$ cat src/rtl/pcs_pkg.sv
// shared constants and types for the priority scheduler
`default_nettype none
package pcs_pkg;
  localparam int MaxProcs = 16;
  localparam int SlotW = $clog2(MaxProcs);
  localparam int CountW = $clog2(MaxProcs + 1);

  localparam logic OP_LOAD = 1'b0;
  localparam logic OP_TICK = 1'b1;

  // per-slot entry held in a cell
  typedef struct packed {
    logic [15:0] arrival;
    logic [15:0] remaining;
    logic [7:0]  prio;
    logic        started;
  } entry_t;

  // control from the sequencer to every cell
  typedef struct packed {
    logic              load;
    logic [SlotW-1:0]  load_slot;
    logic              dec;
    logic [SlotW-1:0]  dec_slot;
    logic              mark;
  } cell_ctl_t;
endpackage
`default_nettype wire

$ cat src/rtl/pcs_cell.sv
// one table slot: holds its entry and shifts a view of it into the scan chain
`default_nettype none
module pcs_cell import pcs_pkg::*; (
  input  wire logic             clk,
  input  wire logic             rst_n,
  input  wire logic [SlotW-1:0] slot_id,
  input  wire cell_ctl_t        ctl,
  input  wire entry_t           load_val,
  input  wire logic             shift,
  input  wire entry_t           chain_in,
  output entry_t                chain_out
);
  entry_t ent_r;
  entry_t view_r;

  // own entry: load, decrement, start mark
  always_ff @(posedge clk) begin
    if (!rst_n) begin
      ent_r.started <= 1'b0;
    end else if (ctl.load && ctl.load_slot == slot_id) begin
      ent_r <= load_val;
    end else if (ctl.dec && ctl.dec_slot == slot_id) begin
      ent_r.remaining <= ent_r.remaining - 16'd1;
      if (ctl.mark) ent_r.started <= 1'b1;
    end
  end

  // scan view: loads own entry, then hands neighbor's along
  always_ff @(posedge clk) begin
    if (shift) view_r <= chain_in;
    else       view_r <= ent_r;
  end

  assign chain_out = view_r;
endmodule
`default_nettype wire

$ cat src/rtl/priority_cpu_scheduler_top.sv
// top level of the priority scheduler: sequencer plus a chain of slot cells
//
// Input channel: start with in_opcode and process fields; accepted when
// start is high and busy is low. A load beat writes the next free slot
// (ignored when the table is full) and gives no result.
// A tick beat gives one result: out_valid pulses for one cycle with
// out_run_slot, out_idle, out_all_done, out_total_wait, out_loaded_count.
// A tick steps through the states: S_SNAP snapshots the cells, S_SCAN
// shifts slot views out of the cell chain into the compare unit, S_COMMIT
// commits, and the result is then presented. Busy is high in S_SNAP,
// S_SCAN and S_COMMIT, so the next beat is taken as the result shows.
// Configuration: cfg_valid/cfg_ready write cfg_data as preemptive mode;
// cfg_ready is always high; write only while idle.
// Reset (rst_n low, synchronous) empties the table, zeroes time and wait.
// The receiver cannot stall: each result is shown for one cycle only.
`default_nettype none
module priority_cpu_scheduler_top import pcs_pkg::*; (
  input  wire logic        clk,
  input  wire logic        rst_n,
  input  wire logic        start,
  output logic             busy,
  input  wire logic        in_opcode,
  input  wire logic [15:0] in_proc_arrival,
  input  wire logic [15:0] in_proc_burst,
  input  wire logic [7:0]  in_proc_priority,
  input  wire logic        cfg_valid,
  output logic             cfg_ready,
  input  wire logic        cfg_data,
  output logic             out_valid,
  output logic [3:0]       out_run_slot,
  output logic             out_idle,
  output logic             out_all_done,
  output logic [31:0]      out_total_wait,
  output logic [4:0]       out_loaded_count
);
  typedef enum logic [1:0] {S_IDLE, S_SNAP, S_SCAN, S_COMMIT} state_t;

  state_t             state_r;
  logic               mode_r;
  logic [CountW-1:0]  count_r;
  logic [31:0]        time_r, wait_r;
  logic [SlotW-1:0]   cur_r;
  logic               cur_busy_r;
  logic [CountW-1:0]  scan_r;
  logic               found_r, hold_ok_r, not_done_r;
  logic [SlotW-1:0]   best_r;
  entry_t             best_e_r;
  logic [SlotW:0]     elig_r;
  cell_ctl_t          ctl;
  entry_t             load_val;
  entry_t             chain [MaxProcs+1];
  logic               shift;

  assign cfg_ready = 1'b1;
  assign busy = (state_r != S_IDLE);
  assign load_val = '{arrival: in_proc_arrival, remaining: in_proc_burst,
                      prio: in_proc_priority, started: 1'b0};
  assign chain[MaxProcs] = '0;
  assign shift = (state_r == S_SCAN);

  // row of cells; cell 0 feeds the compare unit, so slots arrive in order
  for (genvar g = 0; g < MaxProcs; g++) begin : g_cell
    pcs_cell u_cell (
      .clk, .rst_n, .slot_id(SlotW'(g)), .ctl, .load_val, .shift,
      .chain_in(chain[g+1]), .chain_out(chain[g])
    );
  end

  // scanned slot view
  entry_t            sv;
  logic [SlotW-1:0]  sidx;
  logic              in_tab, elig, better;
  assign sv     = chain[0];
  assign sidx   = scan_r[SlotW-1:0];
  assign in_tab = scan_r < count_r;
  assign elig   = in_tab && ({16'd0, sv.arrival} <= time_r) && (sv.remaining != 16'd0);
  assign better = !found_r || (sv.prio < best_e_r.prio) ||
                  (sv.prio == best_e_r.prio && sv.arrival < best_e_r.arrival);

  // commit decisions
  logic              hold, ran, add_start;
  logic [SlotW-1:0]  run_slot;
  entry_t            run_e;
  logic [32:0]       wsum;
  logic [31:0]       add_amt;
  logic [SlotW:0]    others;
  always_comb begin
    hold     = !mode_r && cur_busy_r && hold_ok_r;
    ran      = hold || found_r;
    run_slot = hold ? cur_r : best_r;
    run_e    = best_e_r;
    add_start = !mode_r && !hold && found_r && !run_e.started;
    others   = (found_r && mode_r) ? elig_r - 1'b1 : '0;
    if (add_start) add_amt = time_r - {16'd0, run_e.arrival};
    else           add_amt = {{(32-SlotW-1){1'b0}}, others};
    wsum = {1'b0, wait_r} + {1'b0, add_amt};
    ctl = '0;
    ctl.load      = (state_r == S_IDLE) && start && (in_opcode == OP_LOAD) &&
                    (count_r < CountW'(MaxProcs));
    ctl.load_slot = count_r[SlotW-1:0];
    ctl.dec       = (state_r == S_COMMIT) && ran;
    ctl.dec_slot  = run_slot;
    ctl.mark      = 1'b1;
  end

  // track whether the run slot ends and was the only unfinished one
  logic rem_one, single_left, all_done;
  logic [SlotW:0] undone_r;
  logic [15:0]    cur_rem_r;
  always_ff @(posedge clk) begin
    if (state_r == S_SNAP) undone_r <= '0;
    else if (state_r == S_SCAN && in_tab && sv.remaining != 16'd0) begin
      undone_r <= undone_r + 1'b1;
      if (sidx == cur_r) cur_rem_r <= sv.remaining;
    end
  end
  assign rem_one     = hold ? (cur_rem_r == 16'd1) : (best_e_r.remaining == 16'd1);
  assign single_left = (undone_r == (SlotW+1)'(1));
  // all_done after the decrement: only one slot changes by one
  assign all_done    = !not_done_r || (ran && rem_one && single_left);

  // sequencer and registered outputs
  always_ff @(posedge clk) begin
    if (!rst_n) begin
      state_r <= S_IDLE; mode_r <= 1'b0; count_r <= '0; time_r <= '0;
      wait_r <= '0; cur_r <= '0; cur_busy_r <= 1'b0; out_valid <= 1'b0;
    end else begin
      out_valid <= 1'b0;
      if (cfg_valid) mode_r <= cfg_data;
      case (state_r)
        S_IDLE: begin
          if (start) begin
            if (in_opcode == OP_TICK) state_r <= S_SNAP;
            else if (ctl.load) count_r <= count_r + 1'b1;
          end
        end
        S_SNAP: begin
          state_r <= S_SCAN; scan_r <= '0; found_r <= 1'b0; elig_r <= '0;
          hold_ok_r <= 1'b0; not_done_r <= 1'b0; best_r <= '0;
        end
        S_SCAN: begin
          if (in_tab && sv.remaining != 16'd0) begin
            not_done_r <= 1'b1;
            if (sidx == cur_r) hold_ok_r <= 1'b1;
          end
          if (elig) begin
            elig_r <= elig_r + 1'b1;
            if (better) begin
              found_r <= 1'b1; best_r <= sidx; best_e_r <= sv;
            end
          end
          if (scan_r == CountW'(MaxProcs - 1)) state_r <= S_COMMIT;
          scan_r <= scan_r + 1'b1;
        end
        S_COMMIT: begin
          state_r <= S_IDLE;
          if (mode_r) cur_busy_r <= 1'b0;
          if (ran) begin
            wait_r <= wsum[32] ? 32'hFFFF_FFFF : wsum[31:0];
            if (!mode_r) begin
              cur_r <= run_slot;
              // remaining before decrement; held slot remaining unknown here
              cur_busy_r <= 1'b1;
            end
          end else if (!mode_r) begin
            cur_busy_r <= 1'b0;
          end
          if (time_r != 32'hFFFF_FFFF) time_r <= time_r + 32'd1;
          out_valid        <= 1'b1;
          out_run_slot     <= ran ? 4'(run_slot) : 4'd0;
          out_idle         <= !ran;
          out_loaded_count <= 5'(count_r);
          out_all_done     <= all_done;
          out_total_wait   <= (ran) ? (wsum[32] ? 32'hFFFF_FFFF : wsum[31:0]) : wait_r;
        end
        default: state_r <= S_IDLE;
      endcase
    end
  end
endmodule
`default_nettype wire
$ cat config.mk
export PLATFORM = sky130hd
export DESIGN_NAME = priority_cpu_scheduler_top
export DESIGN_NICKNAME = d
export VERILOG_FILES = /design/src/rtl/pcs_pkg.sv /design/src/rtl/pcs_cell.sv /design/src/rtl/priority_cpu_scheduler_top.sv
export SDC_FILE = /design/constraint.sdc
export NUM_CORES = 2
export LEC_CHECK = 0
export ABC_AREA = 0
export BUFFER_PORTS_ARGS = -buffer_cell sky130_fd_sc_hd__buf_2
export CAP_MARGIN = 20
export CORE_UTILIZATION = 30
export DETAILED_ROUTE_END_ITERATION = 8
export GPL_TIMING_DRIVEN = 0
export MAX_ROUTING_LAYER = met4
export PLACE_DENSITY_LB_ADDON = 0.1
export REMOVE_ABC_BUFFERS = 1
export SYNTH_ARGS = -nofsm -noshare
export SYNTH_HDL_FRONTEND = slang
export SYNTH_SLANG_ARGS = --single-unit
export TNS_END_PERCENT = 5
$ cat constraint.sdc
create_clock -name clk -period 5.8 [get_ports clk]
set_input_delay 0.87 -clock clk [delete_from_list [all_inputs] [get_ports clk]]
set_output_delay 0.87 -clock clk [all_outputs]
set_load 0.03 [all_outputs]
==> metrics.txt <==
Final Slew Violations=0; CTS Hold Buffers Added=0; Critical Path, Cell by Cell=inv_1 -> ha_1 -> inv_1 -> fa_1 -> a21o_1 -> a21oi_1 -> o21bai_1 -> a21oi_2 -> a2111o_1 -> a31o_2 -> xnor2_1 -> nor2_1 -> ha_1 -> and4_1 -> nand4_1 -> nor4b_2 -> nor2_1 -> a211oi_2 -> a31o_2 -> nand4_1 -> and4_1 -> nor3_1; Slowest-stage cell, CP=fa_1; # DRC=0; clock tree buffer depth=3; Arr. time, crit path=between 5 and 6 ns; Worst Setup Start Kind=flop; PD cells=roughly 400 nW/um2; RSZ-0062 raised after global routing=yes; Synth area leaders=edfxtp_1 39%, dfxtp_1 26%, mux2_2 11%, nor2_1 3.2%, xnor2_1 3.0%; fillcell total=around 19k; LEAKAGE=between 20 and 25 nW; Via Count=approximately 33k; post-route cell area=69050 um2; Fmax=roughly 0.19 GHz; CP required=between 6 and 7 ns; full die area=197000 um2; maximum VDD drop=roughly 0.28 mV; Core Area=between 150000 and 200000 um2; worst slew pin tran=around 0.87 ns; largest net degree at the start of global routing=64; CTS Buf Count=170; Top Ports=between 90 and 100; fin cells=between 7k and 8k; Post-Syn Area=about 59000 um2; via/cell ratio=between 4 and 5; Crit Path Class=flop to flop; Cell variety after synth=66; initial antenna violation count=12; Post-synth EDFFs=~760; Worst-Skew Late Latency=around 0.83 ns; Syn Area/Cell=approximately 13 um2; vias in the first global route=33.74k; FF-to-FF Start=time_r[0]$_SDFFE_PN0P_; Die H=between 400 and 500 um; Cell Rows=161; post-synth top area cell=edfxtp_1; # placed instances=between 6k and 7k; final wirelength=around 130000 um; # port buffers=90; Syn Inst Count=around 4.5k; share of post-route cells with drive strength above 1=a little under a quarter; Period minus WS final=about 5.4 ns; wire per inst=18.34 um; clk sinks=~1.5k; Initial Util=approximately 30%; CTS Root Buffer Type=clkbuf_16; Register Area=between 30000 and 40000 um2; Yosys top cell area share=a little under 40%; Worst Path Max Fanout=8; Critical Path End Type=flop; post-synthesis sequential area ratio=64.61%; Die W=around 440 um; Global Route Usage Sum=between 10 and 15%; first-pass GRT wire length=207600 um; grt total ovfl=0; Yosys reg bits=approximately 1.5k; Slew HR=~41%; max incr delay on CP=between 0.4 and 0.5 ns; Final Setup Violations=0; Final period util=92.84%; DP HPWL=just under 90000 um; placed inst area=roughly 63000 um2; Syn-to-layout area delta=17.88%; Post-synth ARST share=0%; DRT Pass-1 Iters=5; drt first-iter violations=1887; multi-input logic area=19860 um2; number of H-tree levels=4; CTS tree=yes; CP Launch Point=time_r[0]$_SDFFE_PN0P_; status=finished, final reports clean; Final Hold Vio Count=0; maxcap violations=0; Antenna Violating Nets Remaining=0; Top FF cell, synth=edfxtp_1; GP Congestion=0.7528; HP Start=g_cell[0].u_cell.chain_out[0]$_DFF_P_; Syn. warnings=0; DP Worst Slack=-0.03369 ns; final setup margin=roughly 0.42 ns; fin nets=4805; CTS clk-pin slew, worst paths=about 0.060 ns; class of the worst hold path=flop to flop; Clock Skew=between 0.05 and 0.06 ns
## registers in the layout, indices dropped and copies added, names as in the netlist, 2 cells and up
signal	cells
best_e_r	41
best_r	4
g_cell.u_cell.ent_r	656
cur_rem_r	16
scan_r	5
count_r	5
time_r	32
state_r	2
wait_r	32
g_cell.u_cell.chain_out	656
elig_r	5
cur_r	4
out_run_slot	4
out_loaded_count	5
out_total_wait	32
undone_r	5
## synthesized netlist by cell type, types with 27 or more instances
cell type and n:
dfxtp_1 755, a21oi_1 311, nand4_1 27, buf_1 41, or4_1 27, nand2_1 161, nor2b_1 48, mux2_2 586
nor3_1 69, or3_1 41, xnor2_1 199, a31oi_1 36, inv_1 102, nand3_1 30, edfxtp_1 757, nor2_1 500
ha_1 123, xor2_1 95, clkbuf_1 168, a21o_1 35, o21ai_0 80, nor4_1 64
## routing by layer
layer / global-route usage, % / part of all wire [%]
met1: 18.99 / 49
met2: 21.32 / 45
met4: 3.927 / 2.2
met5: - / 0
met3: 2.580 / 3.8
## final timing paths
check / to / slack, ns / depth (start not counted)
max: out_total_wait[31]$_DFFE_PP_ / 0.42 / 22
min: best_e_r[0]$_DFFE_PP_ / 0.40 / 0
max reg2reg: out_total_wait[31]$_DFFE_PP_ / 0.42 / 22
min reg2reg: best_e_r[0]$_DFFE_PP_ / 0.40 / 0
## timing repair
| item | in CTS | in global routing |
|---|---|---|
| resized for setup | 1 | 4 |
| buffers inserted | 0 | 2 |
| endpoints found under the setup margin | 1 | 23 |
| endpoints found under the hold margin | 0 | 0 |
| pin swaps | 0 | 1 |
## logic make-up (layout without fill, tap and decap cells)
group	after synthesis	after routing	share of synthesized area [%]
flip-flops	1512	1512	64.61
AND/OR/NAND/NOR	1056	1056	8.455
AO/OA/AOI/OAI	619	619	6.417
multiplexers	593	593	11.39
buffers and inverters	314	582	2.031
XOR/XNOR	294	294	4.396
adder cells (fa/ha/maj)	125	125	2.696
other	1	4	0.006402
## metrics by stage
stage / total power, mW / util [%] / hold WS (ns) / TNS (ns)
detailed placement: 17.10 / 32.68 / 0.3913 / -0.03369
finish: 27.78 / 35.74 / 0.4035 / 0
global route: 29.13 / 35.74 / 0.4004 / -0.007227
global placement: 15.17 / 31.77 / 0.4054 / -
CTS: 28.32 / 35.72 / 0.3258 / 0
floorplan: 15.14 / - / 0.3855 / -8870.36
## worst max-delay path, delay by kind of cell (launching register included)
kind | cells | cell delay (ns)
buffers and inverters | 2 | 0.13
adder cells (fa/ha/maj) | 3 | 0.92
AO/OA/AOI/OAI | 8 | 1.90
flip-flops | 1 | 0.37
AND/OR/NAND/NOR | 8 | 1.68
XOR/XNOR | 1 | 0.14
## cells in the final DEF (no fill, tap or decap), drive strengths merged, types with 19 or more instances in the layout
master	netlist	routed
xnor2	199	199
o22ai	22	22
nand4	27	27
o22a	26	26
a211oi	19	19
and2	22	22
clkbuf	168	261
dfxtp	755	755
a31oi	36	36
nand3	30	30
a21o	35	35
nor2b	48	48
o21ai	81	81
a21oi	311	311
nand2	161	161
nor2	500	500
xor2	95	95
clkinv	1	45
o221a	26	26
buf	43	159
or3	47	47
edfxtp	757	757
mux2	586	586
nor3	69	69
nor4	64	64
inv	102	105
or4	27	27
ha	123	123
## layout make-up
class	instances	share of cell area [%]
inverters	103	0.5636
repair buffers	159	2.762
multi-input cells	2688	28.77
diodes	3	0.01087
well taps	2526	4.577
flip-flops and latches	1512	54.81
clock inverters	59	1.230
clock buffers	261	7.274
## where the power goes
part           total, mW  internal (mW)  switching, mW
sequential          12.9           12.4          0.424
clock               11.0           6.45           4.56
combinational       3.90           1.85           2.05
Power figures use the tool's default switching activity.
